===== config.mk =====
export PLATFORM = sky130hd
export DESIGN_NAME = wf_window
export DESIGN_NICKNAME = d
export VERILOG_FILES = /design/src/rtl/wf_pkg.sv /design/src/rtl/wf_window.sv
export SDC_FILE = /design/constraint.sdc
export NUM_CORES = 1
export LEC_CHECK = 0
export ABC_AREA = 1
export BUFFER_PORTS_ARGS = -buffer_cell sky130_fd_sc_hd__buf_2
export CAP_MARGIN = 30
export CORE_ASPECT_RATIO = 2
export CORE_UTILIZATION = 45
export CTS_CLUSTER_DIAMETER = 50
export CTS_CLUSTER_SIZE = 40
export DETAILED_ROUTE_END_ITERATION = 12
export PLACE_DENSITY = 0.75
export SYNTH_ARGS = -nofsm -noshare
export SYNTH_HDL_FRONTEND = slang
export SYNTH_SLANG_ARGS = --single-unit

===== constraint.sdc =====
create_clock -name clk -period 10.02 [get_ports clk]
set_input_delay 1.002 -clock clk [delete_from_list [all_inputs] [get_ports clk]]
set_output_delay 1.002 -clock clk [all_outputs]
set_load 0.01 [all_outputs]

===== src/rtl/wf_pkg.sv =====
// Types and constants shared by the 3x3 window filter.
`default_nettype none

package wf_pkg;

    localparam int PIX_W      = 8;
    localparam int MAX_WIDTH  = 1024;
    localparam int COL_W      = $clog2(MAX_WIDTH);
    localparam int WID_W      = COL_W + 1;
    localparam int H_W        = 12;
    localparam int CFG_W_W    = 11;
    localparam int CFG_IDX_W  = 2;
    localparam int CFG_DATA_W = 12;
    localparam int SUM_W      = 12;
    localparam int GRAD_W     = 11;
    localparam int LINE_W     = 2 * PIX_W;

    // floor(x / 9) for x below 2^12 as (x * 7282) >> 16
    localparam int            DIV9_SHIFT = 16;
    localparam logic [12:0]   DIV9_MUL   = 13'd7282;
    localparam int            PROD_W     = SUM_W + 13;

    localparam logic [CFG_W_W-1:0] RESET_WIDTH  = 11'd640;
    localparam logic [H_W-1:0]     RESET_HEIGHT = 12'd480;

    typedef enum logic [CFG_IDX_W-1:0] {
        CFG_FRAME_WIDTH   = 2'd0,
        CFG_FRAME_HEIGHT  = 2'd1,
        CFG_KERNEL_SELECT = 2'd2
    } cfg_reg_e;

    typedef enum logic {
        KERNEL_BOX     = 1'b0,
        KERNEL_PREWITT = 1'b1
    } kernel_e;

    typedef struct packed {
        logic [PIX_W-1:0] pixel;
        logic             flush;
    } wf_in_t;

    typedef struct packed {
        logic [PIX_W-1:0] value;
        logic             last_of_frame;
    } wf_out_t;

    // Per-item control carried alongside the window column
    typedef struct packed {
        logic have;
        logic mask_top;
        logic mask_bottom;
        logic mask_left;
        logic mask_right;
        logic last;
    } wf_ctl_t;

    typedef struct packed {
        logic [PIX_W-1:0] top;
        logic [PIX_W-1:0] mid;
        logic [PIX_W-1:0] bottom;
    } wf_col_t;

    typedef struct packed {
        logic                     have;
        logic                     last;
        logic [SUM_W-1:0]         box;
        logic signed [GRAD_W-1:0] grad;
    } wf_sum_t;

endpackage

`default_nettype wire


===== src/rtl/wf_window.sv =====
// 3x3 window register with masked box sum and horizontal gradient stage.
`default_nettype none

module wf_window (
    input  wire logic             clk,
    input  wire logic             rst_n,
    input  wire logic             advance,
    input  wire logic             col_valid,
    input  wire wf_pkg::wf_col_t  col,
    input  wire wf_pkg::wf_ctl_t  ctl,
    output logic                  sum_valid,
    output wf_pkg::wf_sum_t       sum
);

    import wf_pkg::*;

    logic [PIX_W-1:0] win_reg  [3][3];
    logic [PIX_W-1:0] win_next [3][3];
    logic [PIX_W-1:0] m        [3][3];
    logic             shift;
    logic             sum_valid_reg;
    wf_sum_t          sum_reg;
    wf_sum_t          sum_next;
    logic [9:0]       right_sum;
    logic [9:0]       left_sum;

    assign shift = advance && col_valid;

    always_comb
    begin
        for (int i = 0; i < 3; i++)
        begin
            win_next[i][0] = win_reg[i][1];
            win_next[i][1] = win_reg[i][2];
        end
        win_next[0][2] = col.top;
        win_next[1][2] = col.mid;
        win_next[2][2] = col.bottom;
    end

    // Zero every tap that falls outside the frame
    always_comb
    begin
        for (int i = 0; i < 3; i++)
        begin
            for (int j = 0; j < 3; j++)
            begin
                m[i][j] = win_next[i][j];
                if ((i == 0 && ctl.mask_top) || (i == 2 && ctl.mask_bottom) ||
                    (j == 0 && ctl.mask_left) || (j == 2 && ctl.mask_right))
                begin
                    m[i][j] = '0;
                end
            end
        end
    end

    always_comb
    begin
        right_sum = 10'(m[0][2]) + 10'(m[1][2]) + 10'(m[2][2]);
        left_sum  = 10'(m[0][0]) + 10'(m[1][0]) + 10'(m[2][0]);
        sum_next.have = ctl.have;
        sum_next.last = ctl.last;
        sum_next.box  = SUM_W'(right_sum) + SUM_W'(left_sum)
                      + SUM_W'(m[0][1]) + SUM_W'(m[1][1]) + SUM_W'(m[2][1]);
        sum_next.grad = $signed({1'b0, right_sum}) - $signed({1'b0, left_sum});
    end

    always_ff @(posedge clk or negedge rst_n)
    begin
        if (!rst_n)
        begin
            for (int i = 0; i < 3; i++)
            begin
                for (int j = 0; j < 3; j++)
                begin
                    win_reg[i][j] <= '0;
                end
            end
            sum_valid_reg <= 1'b0;
        end
        else if (advance)
        begin
            sum_valid_reg <= col_valid;
            if (col_valid)
            begin
                win_reg <= win_next;
            end
        end
    end

    always_ff @(posedge clk)
    begin
        if (shift)
        begin
            sum_reg <= sum_next;
        end
    end

    assign sum_valid = sum_valid_reg;
    assign sum       = sum_reg;

endmodule

`default_nettype wire

==> metrics.yaml <==
sta:
  finalCritPeriodShare_pct: 58.3
  timing.fmax_mhz: 171
  tns_ns: 0
  fin_worst_skew_ns: 0.00988
  hold_viol: 0
  slew_viol_final: 0
  finalSetupViolCount: 0
  rsz0062_at_grt: "false"
  min_period_ns: 5.84
  relSlewSlack_pct: 55.4
  max_slew.worst_pin.slew_ns: 0.663
die:
  initial_core_util_pct: 46.3
  rows: 56
  core_um2: 11700
  die_height_um: 157
  die_w_um: 79.6
  dieArea_um2: 12500
  ios: 60
power_and_ir_drop:
  p_leak_nw: 3.31
  total_power_mw: 1.37
  max-vdd-ir-drop_v: 0.000103
  powerDensity_nw_per_um2: 222
finish:
  diodes: 0
  area_delta_synth_final_pct: 13.6
  largest_reg_flops: 40
  layout.nets: 796
  drive_above_1_share_pct: 13.8
  final_common_cell: "nand2_1"
  final_cell_mix: "nand2_1 (132), inv_1 (131), buf_2 (59)"
clock_network:
  hold_buffers: 0
  h-tree-depth: 3
  clk_pin_slew_worst_paths_ns: 0.06
  cts.sinks: 74
  clock_latency_ns: 0.35
  cts_made_buffers: 9
  post_cts_buffers: 0
  cts_resized: 0
  clock_path_buffers: 2
  cts_tree: "built"
  cts_root_buf: "clkbuf_16"
worst_setup_path:
  required_ns: 10.11
  worstPathArrival_ns: 5.94
  r2r-start: "win_next[19]"
  cp.depth: 26
  endpoint_kind: "flip-flop"
  crit_start: "ctl[4]"
  reg2reg_depth: 23
  path_delay_family: "adder cells"
  critPathKind: "primary input to flip-flop"
  crit_fanout: 10
  cp-start-kind: "primary input"
  r2r-end: "sum[22]"
  max_stage_delay_ns: 0.54
  slowest_stage: "fa_1"
  critPathCapture: "sum[21]"
  cp_num_buf_inv: 5
  r2r_slack_ns: 5.34
  crit_top_cell: "nand2_1"
flow_run:
  max_cap_viol_count: 0
logic_synthesis:
  syn_nets: 735
  synth_area_leader_cell: "dfrtp_1"
  synth_top_cells_by_area: "dfrtp_1 (23%), fa_1 (16%), edfxtp_1 (14%)"
  async_flop_share_pct: 66.2
  ys_warn_count: 0
  synth_edf_count: 25
  netlist.area_leader.share_pct: 22.6
  seq_area_frac_synth_pct: 36.5
  syn_area_um2: 5420
  synth.distinct_cells: 26
  synth_flop_cell: "dfrtp_1"
  syn_area_per_cell_um2: 8.79
  ys_ff_latch: 74
  synth_cells: 616
place:
  gp_congestion: 0.930
  dpl.hpwl_mm: 10.3
  placement.io_buffers: 59
grt:
  grt_max_degree: 60
  grt_pass1_vias: 4407
  grt.total_usage_pct: 21.8
  grt_overflow_total: 0
  grt_pass1_wl_mm: 20.2
  antenna_found_initial: 0
drt:
  drt_iter0_drc: 179
  num_vias: 4212
  drt-total-wl_mm: 12.6
  post_drt_wl_per_cell_um: 15.2
  drt_pre_antenna_iters: 4
  drtAntennaViolNets: 0
  remaining_drc_errors: 0
  viasPerCell: 5.09
min_path:
  worstHoldPathType: "flip-flop to flip-flop"
  hold_depth: 2
outcome:
  outcome: "completed"
-- routing by layer --
layer / global-route usage, % / share of wire [%] / vias up / wire length, µm
met3: 2.84 / 3.3 / 49 / 419
li1: - / - / 2025 / -
met1: 19.9 / 33 / 2033 / 4190
met5: 0 / 0 / - / 0
met2: 42.0 / 57 / 105 / 7110
met4: 16.3 / 6.7 / 0 / 839
-- stage by stage --
stage	hold WS [ns]	util [%]	cell area (µm²)	cells	setup WS (ns)
6_report	0.487	52.6	6160	827	4.18
2_1_floorplan	0.449	-	5420	616	4.32
3_3_place_gp	0.468	50.1	5860	810	4.06
3_5_place_dp	0.473	50.3	5880	811	3.82
5_1_grt	0.503	52.6	6160	827	3.68
4_1_cts	0.489	52.6	6160	827	4.16
-- synthesized netlist by cell type (5+ instances only) --
master / count
a21oi_1: 19
clkbuf_1: 12
dfrtp_1: 49
edfxtp_1: 25
fa_1: 42
ha_1: 43
inv_1: 132
nand2_1: 132
nand2_2: 12
nand3_1: 13
nor2_1: 37
o21ai_0: 54
xnor2_1: 5
xor2_1: 20
-- worst min-delay path, cell delays in order, from the launching register on --
cell and delay [ns]:
dfrtp_1 0.34, nand2_1 0.05, o21ai_0 0.06
-- how the worst min path moves through the flow --
stage / slack, ns / startpoint / endpoint
after floorplan: 0.45 / win_next[41] / win_next[41]
after global routing: 0.50 / win_next[57] / win_next[57]
after detailed placement: 0.47 / win_next[57] / win_next[57]
after global placement: 0.47 / win_next[19] / win_next[19]
after CTS: 0.49 / win_next[57] / win_next[57]
final: 0.49 / win_next[67] / win_next[67]
-- area by class of cell --
class	instances	area, µm²
Clock buffer	11	233
Clock inverter	5	40.0
Fill cell	1051	5540
Inverter	132	495
Multi-Input combinational cell	398	2900
Sequential cell	74	1980
Tap cell	145	181
Timing Repair Buffer	62	330
-- cells by family after synthesis --
logic type      Yosys count  synth area share [%]
compound gates           87                  8.89
buf+inv                 144                  9.98
simple gates            201                  15.1
xor+xnor                 25                  4.04
fa+ha+maj                85                  25.5
flops                    74                  36.5
-- power by group --
part	internal [mW]	switching, mW	total, mW	leakage, nW
Clock	0.169	0.131	0.300	0.134
Sequential	0.409	0.0210	0.430	0.847
Combinational	0.251	0.386	0.637	2.33
Total	0.830	0.538	1.37	3.31
No activity file was read; power rests on OpenSTA's default activity.
